File: src/sv/aahmd_pkg.sv
// shared types and constants of the accelerometer averaging block
`default_nettype none

package aahmd_pkg;

    localparam int AVG_W    = 11;
    localparam int SAMPLE_W = 10;
    localparam int THR_W    = 11;
    localparam int AXIS_W   = 2;
    localparam int NUM_AXES = 3;
    localparam int APB_DW   = 32;
    localparam int APB_AW   = 4;

    // op codes of an input item
    localparam logic OP_SAMPLE = 1'b0;
    localparam logic OP_TICK   = 1'b1;

    // axis codes
    localparam logic [AXIS_W-1:0] AXIS_X    = 2'd0;
    localparam logic [AXIS_W-1:0] AXIS_Y    = 2'd1;
    localparam logic [AXIS_W-1:0] AXIS_Z    = 2'd2;
    localparam logic [AXIS_W-1:0] AXIS_NONE = 2'd3;

    // register indexes on the configuration port
    localparam logic [1:0] REG_ZERO_OFFSET = 2'd0;
    localparam logic [1:0] REG_HIT_THR     = 2'd1;
    localparam logic [1:0] REG_MOTION_THR  = 2'd2;

    // classified item handed from front to back
    typedef struct packed {
        logic                    is_tick;
        logic [AXIS_W-1:0]       axis;
        logic signed [AVG_W-1:0] delta;
    } cmd_t;

    // one result item
    typedef struct packed {
        logic signed [AVG_W-1:0] avg_x;
        logic signed [AVG_W-1:0] avg_y;
        logic signed [AVG_W-1:0] avg_z;
        logic                    hit_now;
        logic                    motion_now;
        logic                    hit_seen;
        logic                    motion_seen;
        logic                    averages_valid;
    } result_t;

endpackage

`default_nettype wire

File: src/sv/accel_average_hit_motion_detect.sv
// top level of the accelerometer averaging and hit/motion detector
// usage
//   input channel: push with op, axis, sample; an item is taken at a clock edge
//   where push is high and full is low. op selects a converter sample or a
//   timer tick; a sample for axis code three is taken and dropped
//   result channel: one result item per tick, none per sample; the oldest
//   result sits on the avg/flag ports while empty is low and leaves on pop
//   configuration: apb write of zero_offset, hit_threshold, motion_threshold
//   at byte addresses 0, 4 and 8, only while the block is idle
// timing
//   one item per cycle sustained while full is low; a tick's result passes
//   through the front queue, then through the back end into the result
//   queue, whose oldest entry drives the result ports
//   the back end does a tick's reciprocal multiply, compare and flag update
//   in the cycle it takes the item from the front queue
// stall and reset
//   when pop stays low the result queue fills, the back end holds ticks and
//   the front queue then raises full; samples ahead of a held tick still drain
//   reset clears accumulators, counts, averages and sticky flags and loads
//   the register reset values; no clearing pass is needed
`default_nettype none

module accel_average_hit_motion_detect #(
    parameter int SAMPLES_PER_AVERAGE = 16
) (
    input  wire logic                                clk,
    input  wire logic                                rst_n,
    // input channel
    input  wire logic                                push,
    output logic                                     full,
    input  wire logic                                op,
    input  wire logic [aahmd_pkg::AXIS_W-1:0]        axis,
    input  wire logic [aahmd_pkg::SAMPLE_W-1:0]      sample,
    // result channel
    output logic                                     empty,
    input  wire logic                                pop,
    output logic signed [aahmd_pkg::AVG_W-1:0]       avg_x,
    output logic signed [aahmd_pkg::AVG_W-1:0]       avg_y,
    output logic signed [aahmd_pkg::AVG_W-1:0]       avg_z,
    output logic                                     hit_now,
    output logic                                     motion_now,
    output logic                                     hit_seen,
    output logic                                     motion_seen,
    output logic                                     averages_valid,
    // configuration port
    input  wire logic                                psel,
    input  wire logic                                penable,
    input  wire logic                                pwrite,
    input  wire logic [aahmd_pkg::APB_AW-1:0]        paddr,
    input  wire logic [aahmd_pkg::APB_DW-1:0]        pwdata,
    output logic [aahmd_pkg::APB_DW-1:0]             prdata,
    output logic                                     pready
);

    localparam int CMD_W = $bits(aahmd_pkg::cmd_t);
    localparam int RES_W = $bits(aahmd_pkg::result_t);

    // configuration registers
    logic [aahmd_pkg::SAMPLE_W-1:0] zero_offset_reg;
    logic [aahmd_pkg::THR_W-1:0]    hit_thr_reg;
    logic [aahmd_pkg::THR_W-1:0]    motion_thr_reg;
    logic                           cfg_write;
    logic [1:0]                     reg_index;

    // front to back queue
    logic                 cmd_push, cmd_full, cmd_pop, cmd_empty;
    aahmd_pkg::cmd_t      cmd_in, cmd_out;
    logic [CMD_W-1:0]     cmd_out_bits;

    // back to result queue
    logic                 res_push, res_full;
    aahmd_pkg::result_t   res_in, res_out;
    logic [RES_W-1:0]     res_out_bits;

    assign pready    = 1'b1;
    assign reg_index = paddr[3:2];
    assign cfg_write = psel && penable && pwrite && pready;

    always_ff @(posedge clk or negedge rst_n)
    begin
        if (!rst_n)
        begin
            zero_offset_reg <= 10'd512;
            hit_thr_reg     <= 11'd200;
            motion_thr_reg  <= 11'd20;
        end
        else if (cfg_write)
        begin
            unique case (reg_index)
                aahmd_pkg::REG_ZERO_OFFSET: zero_offset_reg <= pwdata[aahmd_pkg::SAMPLE_W-1:0];
                aahmd_pkg::REG_HIT_THR:     hit_thr_reg     <= pwdata[aahmd_pkg::THR_W-1:0];
                aahmd_pkg::REG_MOTION_THR:  motion_thr_reg  <= pwdata[aahmd_pkg::THR_W-1:0];
                default:                    ; // unmapped address, write ignored
            endcase
        end
    end

    // register read back
    always_comb
    begin
        unique case (reg_index)
            aahmd_pkg::REG_ZERO_OFFSET: prdata = aahmd_pkg::APB_DW'(zero_offset_reg);
            aahmd_pkg::REG_HIT_THR:     prdata = aahmd_pkg::APB_DW'(hit_thr_reg);
            aahmd_pkg::REG_MOTION_THR:  prdata = aahmd_pkg::APB_DW'(motion_thr_reg);
            default:                    prdata = '0;
        endcase
    end

    // front: takes every item, forwards those that matter
    aahmd_front u_front (
        .push        (push),
        .op          (op),
        .axis        (axis),
        .sample      (sample),
        .zero_offset (zero_offset_reg),
        .cmd_full    (cmd_full),
        .cmd_push    (cmd_push),
        .cmd         (cmd_in)
    );

    // an item is taken whenever the front queue has room, dropped ones too
    assign full = cmd_full;

    aahmd_fifo #(
        .WIDTH (CMD_W),
        .DEPTH (2)
    ) u_cmd_q (
        .clk       (clk),
        .rst_n     (rst_n),
        .push      (cmd_push),
        .push_data (cmd_in),
        .full      (cmd_full),
        .pop       (cmd_pop),
        .pop_data  (cmd_out_bits),
        .empty     (cmd_empty)
    );

    assign cmd_out = aahmd_pkg::cmd_t'(cmd_out_bits);

    // back: accumulators, averages and detection state
    aahmd_back #(
        .SAMPLES_PER_AVERAGE (SAMPLES_PER_AVERAGE)
    ) u_back (
        .clk              (clk),
        .rst_n            (rst_n),
        .cmd_empty        (cmd_empty),
        .cmd              (cmd_out),
        .cmd_pop          (cmd_pop),
        .hit_threshold    (hit_thr_reg),
        .motion_threshold (motion_thr_reg),
        .res_full         (res_full),
        .res_push         (res_push),
        .res              (res_in)
    );

    // result queue parts the back end from the receiver
    aahmd_fifo #(
        .WIDTH (RES_W),
        .DEPTH (2)
    ) u_res_q (
        .clk       (clk),
        .rst_n     (rst_n),
        .push      (res_push),
        .push_data (res_in),
        .full      (res_full),
        .pop       (pop),
        .pop_data  (res_out_bits),
        .empty     (empty)
    );

    assign res_out        = aahmd_pkg::result_t'(res_out_bits);
    assign avg_x          = res_out.avg_x;
    assign avg_y          = res_out.avg_y;
    assign avg_z          = res_out.avg_z;
    assign hit_now        = res_out.hit_now;
    assign motion_now     = res_out.motion_now;
    assign hit_seen       = res_out.hit_seen;
    assign motion_seen    = res_out.motion_seen;
    assign averages_valid = res_out.averages_valid;

endmodule

`default_nettype wire

File: src/sv/aahmd_fifo.sv
// small first-word-fall-through queue
`default_nettype none

module aahmd_fifo #(
    parameter int WIDTH = 8,
    parameter int DEPTH = 2
) (
    input  wire logic             clk,
    input  wire logic             rst_n,
    input  wire logic             push,
    input  wire logic [WIDTH-1:0] push_data,
    output logic                  full,
    input  wire logic             pop,
    output logic [WIDTH-1:0]      pop_data,
    output logic                  empty
);

    localparam int PTR_W = (DEPTH > 1) ? $clog2(DEPTH) : 1;
    localparam int CNT_W = $clog2(DEPTH + 1);

    logic [WIDTH-1:0] mem_reg [DEPTH];
    logic [PTR_W-1:0] wr_ptr_reg, wr_ptr_next;
    logic [PTR_W-1:0] rd_ptr_reg, rd_ptr_next;
    logic [CNT_W-1:0] count_reg, count_next;
    logic             do_push, do_pop;

    assign full     = (count_reg == CNT_W'(DEPTH));
    assign empty    = (count_reg == '0);
    assign pop_data = mem_reg[rd_ptr_reg];
    assign do_push  = push && !full;
    assign do_pop   = pop && !empty;

    always_comb
    begin
        wr_ptr_next = wr_ptr_reg;
        rd_ptr_next = rd_ptr_reg;
        count_next  = count_reg;
        if (do_push)
        begin
            wr_ptr_next = (wr_ptr_reg == PTR_W'(DEPTH - 1)) ? '0 : wr_ptr_reg + 1'b1;
        end
        if (do_pop)
        begin
            rd_ptr_next = (rd_ptr_reg == PTR_W'(DEPTH - 1)) ? '0 : rd_ptr_reg + 1'b1;
        end
        if (do_push && !do_pop)
        begin
            count_next = count_reg + 1'b1;
        end
        else if (do_pop && !do_push)
        begin
            count_next = count_reg - 1'b1;
        end
    end

    always_ff @(posedge clk or negedge rst_n)
    begin
        if (!rst_n)
        begin
            wr_ptr_reg <= '0;
            rd_ptr_reg <= '0;
            count_reg  <= '0;
        end
        else
        begin
            wr_ptr_reg <= wr_ptr_next;
            rd_ptr_reg <= rd_ptr_next;
            count_reg  <= count_next;
        end
    end

    always_ff @(posedge clk)
    begin
        if (do_push)
        begin
            mem_reg[wr_ptr_reg] <= push_data;
        end
    end

endmodule

`default_nettype wire

File: src/sv/aahmd_front.sv
// front end: classifies items and removes the zero offset
`default_nettype none

module aahmd_front (
    input  wire logic                             push,
    input  wire logic                             op,
    input  wire logic [aahmd_pkg::AXIS_W-1:0]     axis,
    input  wire logic [aahmd_pkg::SAMPLE_W-1:0]   sample,
    input  wire logic [aahmd_pkg::SAMPLE_W-1:0]   zero_offset,
    input  wire logic                             cmd_full,
    output logic                                  cmd_push,
    output aahmd_pkg::cmd_t                       cmd
);

    logic is_tick;
    logic drop;

    assign is_tick = (op == aahmd_pkg::OP_TICK);
    // a sample for the unused axis code changes nothing
    assign drop    = !is_tick && (axis == aahmd_pkg::AXIS_NONE);

    assign cmd_push    = push && !cmd_full && !drop;
    assign cmd.is_tick = is_tick;
    assign cmd.axis    = axis;
    assign cmd.delta   = $signed({1'b0, sample}) - $signed({1'b0, zero_offset});

endmodule

`default_nettype wire

File: src/sv/aahmd_back.sv
// back end: per-axis accumulation, averaging and change detection
`default_nettype none

module aahmd_back #(
    parameter int SAMPLES_PER_AVERAGE = 16
) (
    input  wire logic                          clk,
    input  wire logic                          rst_n,
    input  wire logic                          cmd_empty,
    input  wire aahmd_pkg::cmd_t               cmd,
    output logic                               cmd_pop,
    input  wire logic [aahmd_pkg::THR_W-1:0]   hit_threshold,
    input  wire logic [aahmd_pkg::THR_W-1:0]   motion_threshold,
    input  wire logic                          res_full,
    output logic                               res_push,
    output aahmd_pkg::result_t                 res
);

    localparam int AVG_W   = aahmd_pkg::AVG_W;
    localparam int N       = SAMPLES_PER_AVERAGE;
    localparam int CNT_W   = $clog2(N + 1);
    localparam int SUM_W   = $clog2(N * 1024) + 1;
    localparam int MAG_W   = SUM_W - 1;
    localparam int SHIFT   = MAG_W + $clog2(N);
    localparam int RECIP_W = MAG_W + 1;
    localparam longint unsigned RECIP = ((64'd1 << SHIFT) + N - 1) / N;
    localparam int PROD_W  = MAG_W + RECIP_W;
    localparam int NAX     = aahmd_pkg::NUM_AXES;

    logic signed [SUM_W-1:0] sums_reg   [NAX];
    logic signed [SUM_W-1:0] sums_next  [NAX];
    logic [CNT_W-1:0]        counts_reg [NAX];
    logic [CNT_W-1:0]        counts_next[NAX];
    logic signed [AVG_W-1:0] last_reg   [NAX];
    logic signed [AVG_W-1:0] last_next  [NAX];
    logic hit_flag_reg, hit_flag_next;
    logic motion_flag_reg, motion_flag_next;
    logic valid_flag_reg, valid_flag_next;

    logic signed [AVG_W-1:0] cur [NAX];
    logic go, hit, motion, any_nonzero;

    // truncating division by the sample count: reciprocal multiply on the magnitude
    function automatic logic signed [AVG_W-1:0] div_n(input logic signed [SUM_W-1:0] s);
        logic                    neg;
        logic [SUM_W-1:0]        mag_full;
        logic [MAG_W-1:0]        mag;
        logic [PROD_W-1:0]       prod;
        logic [AVG_W-1:0]        q;
        neg      = s[SUM_W-1];
        mag_full = neg ? SUM_W'(-s) : SUM_W'(s);
        mag      = mag_full[MAG_W-1:0];
        prod     = PROD_W'(mag) * PROD_W'(RECIP_W'(RECIP));
        q        = {1'b0, prod[SHIFT +: AVG_W-1]};
        return neg ? $signed(-q) : $signed(q);
    endfunction

    function automatic logic [AVG_W-1:0] abs_diff(input logic signed [AVG_W-1:0] a,
                                                  input logic signed [AVG_W-1:0] b);
        logic signed [AVG_W:0] d;
        logic signed [AVG_W:0] ad;
        d  = (AVG_W + 1)'(a) - (AVG_W + 1)'(b);
        ad = d[AVG_W] ? -d : d;
        return ad[AVG_W-1:0];
    endfunction

    // a tick waits for room in the result queue, a sample never waits
    assign go      = !cmd_empty && (!cmd.is_tick || !res_full);
    assign cmd_pop = go;

    always_comb
    begin
        logic [AVG_W-1:0] diff;
        hit         = 1'b0;
        motion      = 1'b0;
        any_nonzero = 1'b0;
        for (int i = 0; i < NAX; i++)
        begin
            sums_next[i]   = sums_reg[i];
            counts_next[i] = counts_reg[i];
            last_next[i]   = last_reg[i];
            cur[i]         = last_reg[i];
            if (counts_reg[i] == CNT_W'(N))
            begin
                cur[i] = div_n(sums_reg[i]);
            end
            diff = abs_diff(cur[i], last_reg[i]);
            if (diff > hit_threshold)
            begin
                hit = 1'b1;
            end
            if (diff > motion_threshold)
            begin
                motion = 1'b1;
            end
            if (cur[i] != '0)
            begin
                any_nonzero = 1'b1;
            end
        end
        if (hit)
        begin
            motion = 1'b0;
        end

        hit_flag_next    = hit_flag_reg;
        motion_flag_next = motion_flag_reg;
        valid_flag_next  = valid_flag_reg;

        if (go && !cmd.is_tick)
        begin
            for (int i = 0; i < NAX; i++)
            begin
                if ((cmd.axis == 2'(i)) && (counts_reg[i] < CNT_W'(N)))
                begin
                    counts_next[i] = counts_reg[i] + 1'b1;
                    sums_next[i]   = sums_reg[i] + SUM_W'(cmd.delta);
                end
            end
        end
        else if (go)
        begin
            for (int i = 0; i < NAX; i++)
            begin
                last_next[i] = cur[i];
                if (counts_reg[i] == CNT_W'(N))
                begin
                    sums_next[i]   = '0;
                    counts_next[i] = '0;
                end
            end
            hit_flag_next    = hit_flag_reg | hit;
            motion_flag_next = motion_flag_reg | motion;
            valid_flag_next  = valid_flag_reg | any_nonzero;
        end
    end

    assign res_push           = go && cmd.is_tick;
    assign res.avg_x          = cur[0];
    assign res.avg_y          = cur[1];
    assign res.avg_z          = cur[2];
    assign res.hit_now        = hit;
    assign res.motion_now     = motion;
    assign res.hit_seen       = hit_flag_reg | hit;
    assign res.motion_seen    = motion_flag_reg | motion;
    assign res.averages_valid = valid_flag_reg | any_nonzero;

    always_ff @(posedge clk or negedge rst_n)
    begin
        if (!rst_n)
        begin
            for (int i = 0; i < NAX; i++)
            begin
                sums_reg[i]   <= '0;
                counts_reg[i] <= '0;
                last_reg[i]   <= '0;
            end
            hit_flag_reg    <= 1'b0;
            motion_flag_reg <= 1'b0;
            valid_flag_reg  <= 1'b0;
        end
        else
        begin
            for (int i = 0; i < NAX; i++)
            begin
                sums_reg[i]   <= sums_next[i];
                counts_reg[i] <= counts_next[i];
                last_reg[i]   <= last_next[i];
            end
            hit_flag_reg    <= hit_flag_next;
            motion_flag_reg <= motion_flag_next;
            valid_flag_reg  <= valid_flag_next;
        end
    end

endmodule

`default_nettype wire

File: config.mk
export PLATFORM = sky130hd
export DESIGN_NAME = accel_average_hit_motion_detect
export DESIGN_NICKNAME = d
export VERILOG_FILES = /design/src/sv/aahmd_pkg.sv /design/src/sv/accel_average_hit_motion_detect.sv /design/src/sv/aahmd_fifo.sv /design/src/sv/aahmd_front.sv /design/src/sv/aahmd_back.sv
export SDC_FILE = /design/constraint.sdc
export NUM_CORES = 1
export LEC_CHECK = 0
export ABC_AREA = 0
export BUFFER_PORTS_ARGS = -buffer_cell sky130_fd_sc_hd__buf_2
export CAP_MARGIN = 20
export CORE_ASPECT_RATIO = 1.25
export CORE_MARGIN = 5
export CORE_UTILIZATION = 55
export DETAILED_ROUTE_END_ITERATION = 8
export PLACE_DENSITY = 0.83
export SYNTH_ARGS = -nofsm -noshare
export SYNTH_HDL_FRONTEND = slang
export SYNTH_SLANG_ARGS = --single-unit
File: constraint.sdc
create_clock -name clk -period 9.19 [get_ports clk]
set_input_delay 0.4595 -clock clk [delete_from_list [all_inputs] [get_ports clk]]
set_output_delay 0.4595 -clock clk [all_outputs]
set_load 0.01 [all_outputs]
==> reports/results.txt, run 1 <==
The flow ran to the end, and the final reports show no timing, DRC or antenna violations. Counting flops with an async set or reset pin after synthesis yields a share of 56.7%. The initial antenna violation count was 1; the antenna violation net count after detailed routing was 0.

The library cell contributing the largest single delay on the critical path is sky130_fd_sc_hd__o41ai_1. Entering global routing, the biggest net connects 77 pins. The die is 203 µm tall. The later pin in the worst-skew pair is clocked with a latency of 0.53 ns. Counting along the longest clock path gives a buffer depth of 3. Clock-pin slew was measured on the worst setup and hold paths at 0.07 ns. The global-route wire length before repair is 64100 µm. The tools report the worst max-slew margin expressed relative to the limit as 23.9%. The kind of cell with the highest combined delay along the critical path is compound AO/OA/AOI/OAI gates. The cell row count is 70. Per report_power, the clock group accounts for 20.3% of the total.

In the layout the commonest cells are 168 x sky130_fd_sc_hd__ha_1, 144 x sky130_fd_sc_hd__nand2_1, 130 x sky130_fd_sc_hd__o21ai_0. The cell area after synthesis came out at 16400 µm². Timing would allow up to 0.134 GHz.

On the final layout, the worst hold slack is 0.136 ns. The number of distinct library cells after synthesis is 79. The post-route netlist has 13.8% of its cells at a drive strength greater than 1. For this run, the slowest stage of the critical path takes 0.91 ns. Post-route DRC violation count: 0. Net switching is 39.8% of the power. Yosys mapped a number of flops with a built-in enable equal to 104. For the final count of pins violating max slew, the log shows 0. In the final design database the tool counted 1964 nets. The power density over the cells works out to 299 nW/µm². The tools report the sequential group share of total power as 33.3%. The number of primary I/O pins is 129. The overall overflow remaining after global route was 0; the final weighted congestion in routability-driven placement was 0.908. The area growth from synthesis to layout is 10.7%.

For this design, the sink count on the clock tree is 240. In this run, post-CTS repair resized a total of 0 instances. The tightest min-delay check is of the input port to register type. For this run, the leading register cell type out of synthesis is sky130_fd_sc_hd__dfrtp_1. At the pin with the least slew margin, the transition time is 1.14 ns.

Across the run, the number of max-cap violations was 0. The via count of the first global-routing pass was 12800; the final critical-path share of the clock period was 81.0%. In this run the tool buffered the top-level ports with 83 buffer cells. The run gives 33400 µm² as the floorplan die area. The worst hold endpoint is u_cmd_q.mem_reg[0][13]$_DFFE_PP_. The placed wire-length estimate after detailed placement came out at 29800 µm. In this run the register-to-register setup slack is 1.74 ns. The run gives 1 as the number of hold buffers added after cts. Dividing the detail-routed wire length by the instance count gives 18.6 µm.

For this configuration, the core starts out at a cell density of 55.9%. The worst register-to-register path has a depth of 26. After detailed routing, the number of vias per cell comes to 5.93. Counting flops and latches in the post-synthesis netlist gives 240. TritonCTS created 24 clock buffers. Measured on the finished design, the core utilization comes to 61.9%. In this run the critical register-to-register path is launched from u_back.sums_reg[18]$_DFFE_PN0P_. The number of warnings issued by yosys came out at 0.

The setup path with the least slack is of type register to register. The first TritonRoute pass finished after 5 iterations. Setup repair after global routing left no endpoint under its margin. The run gives 910 as the DRC violation total after the first TritonRoute iteration. Global routing used 23.7% of the available tracks.

The synthesized area per cell came out at 9.90 µm². The portion of total power attributed to combinational logic was 46.4%. Setup total negative slack on the finished layout was measured at 0 ns. At the worst endpoint, the required time is 9.46 ns.

The number of hold violations in the final report is 0, and the number of endpoints failing setup at the final stage is 0. The number of buffers inserted by post-CTS setup repair was 0. For the reported leakage power, the log shows 7.99 nW.

In the post-synthesis netlist, the biggest area contributors are sky130_fd_sc_hd__dfrtp_1 20%, sky130_fd_sc_hd__edfxtp_1 19%, sky130_fd_sc_hd__ha_1 13%, sky130_fd_sc_hd__xnor2_1 4.8%, sky130_fd_sc_hd__mux2_2 4.7%. Sequential elements use 39.8% of the synthesized area. The number of levels in the clock H-tree is 1, and the via count is 12700. The dominant cell type by area after synthesis is sky130_fd_sc_hd__dfrtp_1. The worst hold path begins at op. The highest fanout seen on the critical path was 11. For the highest ir drop seen on vdd, the log shows 155 µV. Together, buffers and inverters on the worst path number 0.

The cell at the root of the clock tree was sky130_fd_sc_hd__clkbuf_16. STA puts the critical path data arrival time at 7.72 ns. The number of flip-flops under the largest register name works out to 76. Capturing point of the worst reg2reg path: u_res_q.mem_reg[0][1]$_DFFE_PP_. From left edge to right edge, the die measures 164 µm.

Final wirelength: 39900 µm. The design internal power is 3.27 mW. TritonCTS built the clock tree. After synthesis, the largest area contributor takes up 19.8% of total cell area. Kind of start point of the critical path: a register. The post-route clock skew is 0.0112 ns, and the power spent charging and discharging nets is 2.16 mW. The library cell used most frequently in the layout, excluding fill and tap cells, is sky130_fd_sc_hd__ha_1. The worst setup path is captured at a register. After technology mapping, the gate count stands at 1657. The hold-critical path depth works out to 1. In this run the standard cell core region covers 29300 µm². The worst path needs 7.45 ns of the cycle, external delays included.
## final cells by class
type | count | area (µm²)
clock buffers | 33 | 708
multi-input cells | 1255 | 9220
inverters | 110 | 413
diodes | 1 | 2.50
repair buffers | 102 | 607
flip-flops and latches | 240 | 6540
well taps | 396 | 495
clock inverters | 11 | 185
fillers | 2317 | 11200
## kinds of logic after synthesis
family          Yosys count  share of synthesized area (%)
flops                   240                           39.8
fa+ha+maj               175                           13.7
compound gates          398                           15.6
xor+xnor                132                           7.05
buf+inv                 182                           4.69
other cells               2                         0.0458
mux                      88                           5.89
simple gates            440                           13.3
## metrics by stage
stage          cells  instance area (µm²)  setup slack (ns)  power [mW]
6_report        2148                18200              1.74        5.43
2_1_floorplan   1677                16500              2.90        3.63
4_1_cts         2142                18100              1.85        5.43
5_1_grt         2148                18200              1.21        5.80
3_5_place_dp    2097                17200              1.94        4.30
3_3_place_gp    2097                17200              2.05        4.16
## cells in the mapped netlist, types with 5 or more instances
cell type,number
sky130_fd_sc_hd__and2_1,5
sky130_fd_sc_hd__a22o_1,36
sky130_fd_sc_hd__nand3b_1,5
sky130_fd_sc_hd__xor2_1,43
sky130_fd_sc_hd__nand4_1,28
sky130_fd_sc_hd__a211oi_1,17
sky130_fd_sc_hd__o21bai_1,6
sky130_fd_sc_hd__dfstp_2,6
sky130_fd_sc_hd__inv_1,109
sky130_fd_sc_hd__o211ai_1,10
sky130_fd_sc_hd__buf_4,22
sky130_fd_sc_hd__nor3_1,31
sky130_fd_sc_hd__dfrtp_1,130
sky130_fd_sc_hd__o31ai_1,8
sky130_fd_sc_hd__nand3_1,22
sky130_fd_sc_hd__nor2b_1,24
sky130_fd_sc_hd__mux2i_1,20
sky130_fd_sc_hd__mux2_2,68
sky130_fd_sc_hd__a21oi_1,70
sky130_fd_sc_hd__o21ai_0,130
sky130_fd_sc_hd__nor2_1,101
sky130_fd_sc_hd__and3_1,9
sky130_fd_sc_hd__fa_1,7
sky130_fd_sc_hd__xnor2_1,89
sky130_fd_sc_hd__or3_1,11
sky130_fd_sc_hd__nor4_1,11
sky130_fd_sc_hd__clkbuf_1,43
sky130_fd_sc_hd__or2_2,7
sky130_fd_sc_hd__ha_1,168
sky130_fd_sc_hd__a21boi_0,7
sky130_fd_sc_hd__a21o_1,33
sky130_fd_sc_hd__nand2b_1,13
sky130_fd_sc_hd__o21ai_1,8
sky130_fd_sc_hd__o21a_1,22
sky130_fd_sc_hd__nand2_1,144
sky130_fd_sc_hd__a31oi_1,13
sky130_fd_sc_hd__edfxtp_1,104
sky130_fd_sc_hd__or4_1,7
## worst max path at each step
stage / start / endpoint / slack [ns] / depth (start not counted)
2_1_floorplan: u_back.sums_reg[30]$_DFFE_PN0P_ / u_res_q.mem_reg[0][1]$_DFFE_PP_ / 2.90 / 28
3_3_place_gp: u_back.sums_reg[18]$_DFFE_PN0P_ / u_res_q.mem_reg[0][1]$_DFFE_PP_ / 2.05 / 26
3_5_place_dp: u_back.sums_reg[18]$_DFFE_PN0P_ / u_res_q.mem_reg[0][1]$_DFFE_PP_ / 1.94 / 26
4_1_cts: u_back.sums_reg[18]$_DFFE_PN0P_ / u_res_q.mem_reg[0][1]$_DFFE_PP_ / 1.85 / 26
5_1_grt: u_back.sums_reg[18]$_DFFE_PN0P_ / u_res_q.mem_reg[1][1]$_DFFE_PP_ / 1.21 / 26
6_report: u_back.sums_reg[18]$_DFFE_PN0P_ / u_res_q.mem_reg[0][1]$_DFFE_PP_ / 1.74 / 26
## power groups by stage
stage,Sequential [mW],Combinational [mW],Clock (mW)
finish,1.81,2.52,1.10
global route,1.85,2.79,1.16
CTS,1.81,2.50,1.12
detailed placement,1.82,2.47,0
global placement,1.80,2.36,0
floorplan,1.66,1.97,0
## routing by layer
| metal | part of all wire (%) | track usage, % | vias to the layer above |
|---|---|---|---|
| met5 | 0 | 0 | - |
| met3 | 5.2 | 2.52 | 96 |
| met1 | 39 | 28.6 | 6165 |
| met4 | 4.9 | 11.1 | 0 |
| met2 | 51 | 42.3 | 373 |
| li1 | - | - | 6106 |
## worst register-to-register path: stages (launching register included)
cell and delay (ns):
sky130_fd_sc_hd__dfrtp_1 0.43, sky130_fd_sc_hd__o41ai_1 0.91, sky130_fd_sc_hd__xnor2_1 0.22, sky130_fd_sc_hd__ha_1 0.34
sky130_fd_sc_hd__or4b_2 0.63, sky130_fd_sc_hd__mux2i_1 0.19, sky130_fd_sc_hd__xnor2_1 0.12, sky130_fd_sc_hd__o21ai_0 0.51
sky130_fd_sc_hd__ha_1 0.26, sky130_fd_sc_hd__o21ai_0 0.10, sky130_fd_sc_hd__a21oi_1 0.20, sky130_fd_sc_hd__o211ai_1 0.13
sky130_fd_sc_hd__a21boi_0 0.27, sky130_fd_sc_hd__o21ai_0 0.16, sky130_fd_sc_hd__a21oi_1 0.63, sky130_fd_sc_hd__nor2_1 0.09
sky130_fd_sc_hd__a21oi_1 0.20, sky130_fd_sc_hd__ha_1 0.27, sky130_fd_sc_hd__nor2b_1 0.13, sky130_fd_sc_hd__o21a_1 0.17
sky130_fd_sc_hd__o21a_1 0.16, sky130_fd_sc_hd__o21ai_0 0.14, sky130_fd_sc_hd__nand2b_1 0.07, sky130_fd_sc_hd__a211oi_1 0.23
sky130_fd_sc_hd__o32a_1 0.20, sky130_fd_sc_hd__a21oi_1 0.11, sky130_fd_sc_hd__or2_2 0.32
Power figures use the tool's default switching activity.
==> run 2, diff against run 1 <==
- ABC_AREA: 0 -> 1
- clock period: 9.19 -> 7 ns (I/O delays scaled with it)
==> reports/results.txt, run 2 <==
Peak clock frequency supported by timing: 0.163 GHz. The post-route DRC violation count is 0, and the number of endpoints failing setup at the final stage is 0. Buffers placed on the I/O ports in this run total 83. The gate count after technology mapping was 2279. After clock tree synthesis, the repair step resized 0 gates.

The library cell used most frequently in the layout, excluding fill and tap cells, is sky130_fd_sc_hd__nand2_1. The number of hold buffers added after cts is 1, and the share of synthesized flip-flops with an asynchronous set or reset is 56.7%. The logs give 45600 µm for the final wirelength and 73200 µm for the global-route wire length before repair.

Once the floorplan was initialized, standard cells occupied 55.4% of the core. The post-detailed-route via-to-cell ratio is 5.66, and the time the worst path needs with I/O delays and setup is 6.15 ns. The via count of the first global-routing pass came out at 15300.

STA classifies the critical path endpoint as a register. The most numerous cell type found on the critical path is sky130_fd_sc_hd__nand2_1. Leaving out fill and tap cells, the most frequent cells in the layout are 672 x sky130_fd_sc_hd__nand2_1, 289 x sky130_fd_sc_hd__inv_1, 168 x sky130_fd_sc_hd__ha_1. For the detailed-router iteration count before antenna repair, the log shows 6. In this run, synthesis inferred 104 flip-flops with an integrated enable. The detailed router placed 15800 vias in this run. For the final database, setup skew stands at 0.0116 ns.

Global routing used 25.1% of the available tracks. Averaged over all synthesized cells, the footprint is 7.71 µm². The run gives 61 as the number of distinct library cells after synthesis.

STA puts the critical path data arrival time at 6.43 ns. The register bit count reported by yosys was 240; the number of flip-flops under the largest register name was 76. Once the clock tree was built, the setup fixing pass inserted 0 buffers. Summed over all nets, the half-perimeter wirelength after detailed placement is 35000 µm. For this run, the slowest stage of the critical path takes 0.45 ns. Entering global routing, the biggest net connects 90 pins. The horizontal die dimension came out at 170 µm.

Including well taps, the total number of placed cells is 2736. The run finished with clean final reports. The most instantiated flip-flop cell in the synthesis netlist is sky130_fd_sc_hd__dfrtp_1. The repair_antennas step left the layout with diodes totalling 0. For the worst-skew pair, the clock arrives at the later sink with an insertion delay of 0.54 ns. Pin placement for this block handled 129 I/O pins.

Max-cap violations in this run came to 0. The number of levels in the clock H-tree was 1; the height of the die was 210 µm. The routed length per placed instance came out at 16.4 µm. Clock-pin slew was measured on the worst setup and hold paths at 0.06 ns.

The die covers 35700 µm². Row generation in the floorplan step produced 73 rows. At the pin with the least slew margin, the transition time is 1.05 ns. Relative to the synthesized area, the layout overhead comes to 8.89%. For the count of clock tree sinks, the log shows 240. The highest fanout seen on the critical path was 9.

The logs give 17600 µm² for the cell area after synthesis and 0 ns for the summed negative setup slack over all endpoints. The share of cells above drive strength 1 was 8.47%. Headroom to the max-slew limit came out at 29.8%.

The net count of the finished layout is 2585. The initial antenna violation count was 0. The top cell type by area accounts for 18.5% of the synthesized area. The worst setup path is of the register to register kind.

Counting along the longest clock path gives a buffer depth of 3. The final critical-path share of the clock period came out at 87.9%. After synthesis, the cell types taking the most area are sky130_fd_sc_hd__dfrtp_1 19%, sky130_fd_sc_hd__edfxtp_1 18%, sky130_fd_sc_hd__nand2_1 14%, sky130_fd_sc_hd__ha_1 12%, sky130_fd_sc_hd__inv_1 6.2%. The path class of the tightest hold or removal check is input port to register. The run gives 25 as the TritonCTS buffer count. The final weighted congestion in routability-driven placement is 0.965, and the number of hold violations in the final report is 0. The root buffer cell chosen for the clock tree is sky130_fd_sc_hd__clkbuf_16.

The antenna violation net count after detailed routing is 0. Data on the critical path is required at its endpoint by 7.28 ns. Once layout is complete, the cells apart from fillers number 2784. TritonCTS built the clock tree. Yosys printed 0 warnings.

The final count of pins violating max slew is 0, and the core region area is 31700 µm². The worst setup path is launched from a register. The tools report the overall overflow remaining after global route as 0.

For this run, the register share of the synthesized area comes to 37.2%. The synthesized design spends more area on one cell type than any other, namely sky130_fd_sc_hd__dfrtp_1. The run gives 1230 as the DRC violation total after the first TritonRoute iteration. Ranked by instance count, the synthesized netlist is headed by 673 x sky130_fd_sc_hd__nand2_1, 289 x sky130_fd_sc_hd__inv_1, 168 x sky130_fd_sc_hd__ha_1, 148 x sky130_fd_sc_hd__o21ai_0, 143 x sky130_fd_sc_hd__nor2_1. Setup repair after global routing left no endpoint under its margin. Most frequent cell after synthesis: sky130_fd_sc_hd__nand2_1. The slowest stage of the critical path belongs to the cell sky130_fd_sc_hd__dfrtp_1.
## run 2: cell families (layout without fill, tap and decap cells)
group,after synthesis,in the layout,share of synthesized area (%)
multiplexers,1,1,0.0570
adder cells (fa/ha/maj),175,175,12.8
other,2,22,0.0427
AND/OR/NAND/NOR,1040,1040,25.2
XOR/XNOR,85,85,4.24
flip-flops,240,240,37.2
buffers and inverters,367,440,8.58
AO/OA/AOI/OAI,369,369,11.9
## run 2: worst paths after layout
path	from	slack, ns	cells past startpoint	end
min reg2reg	u_back.motion_flag_reg$_DFFE_PN0P_	0.48	2	u_back.motion_flag_reg$_DFFE_PN0P_
max reg2reg	u_back.sums_reg[31]$_DFFE_PN0P_	0.85	41	u_res_q.mem_reg[0][1]$_DFFE_PP_
min in group asynchronous	rst_n	0.44	2	u_back.counts_reg[14]$_DFFE_PN0P_
min	op	0.03	1	u_cmd_q.mem_reg[0][13]$_DFFE_PP_
max in group asynchronous	rst_n	5.38	3	zero_offset_reg[5]$_DFFE_PN0P_
max	u_back.sums_reg[31]$_DFFE_PN0P_	0.85	41	u_res_q.mem_reg[0][1]$_DFFE_PP_
## run 2: stage by stage
stage | instance area [µm²] | utilization [%] | hold WS (ns) | worst slack, ns
after floorplan | 17600 | - | 0.0544 | 2.23
after global placement | 18300 | 57.7 | 0.439 | 1.27
after detailed placement | 18300 | 57.7 | 0.463 | 0.978
after CTS | 19100 | 60.3 | 0.0213 | 0.941
after global routing | 19100 | 60.4 | 0.0310 | 0.322
final | 19100 | 60.4 | 0.0332 | 0.849
## run 2: layout make-up
class	instances	area [µm²]
Fill cell	2706	12600
Multi-Input combinational cell	1692	9630
Sequential cell	240	6530
Inverter	300	1130
Clock buffer	32	662
Timing Repair Buffer	95	538
Tap cell	412	515
Clock inverter	13	136
## run 2: worst max-delay path: cells and delay by family, from the launching register on
| family | cells | cell delay (ns) |
|---|---|---|
| compound gates | 10 | 1.51 |
| flops | 1 | 0.45 |
| fa+ha+maj | 3 | 0.95 |
| simple gates | 25 | 2.71 |
| buf+inv | 3 | 0.30 |
## run 2: routing by layer
| layer | global-route usage (%) | wire length (µm) |
|---|---|---|
| met5 | 0 | 0 |
| met2 | 43.8 | 22400 |
| met1 | 30.6 | 18200 |
| met3 | 3.45 | 2870 |
| met4 | 11.4 | 2170 |
Power of run 2 is left out: the tool's default activity adds up to more than one toggle a clock period on the data nets, which glitch-free logic cannot reach.
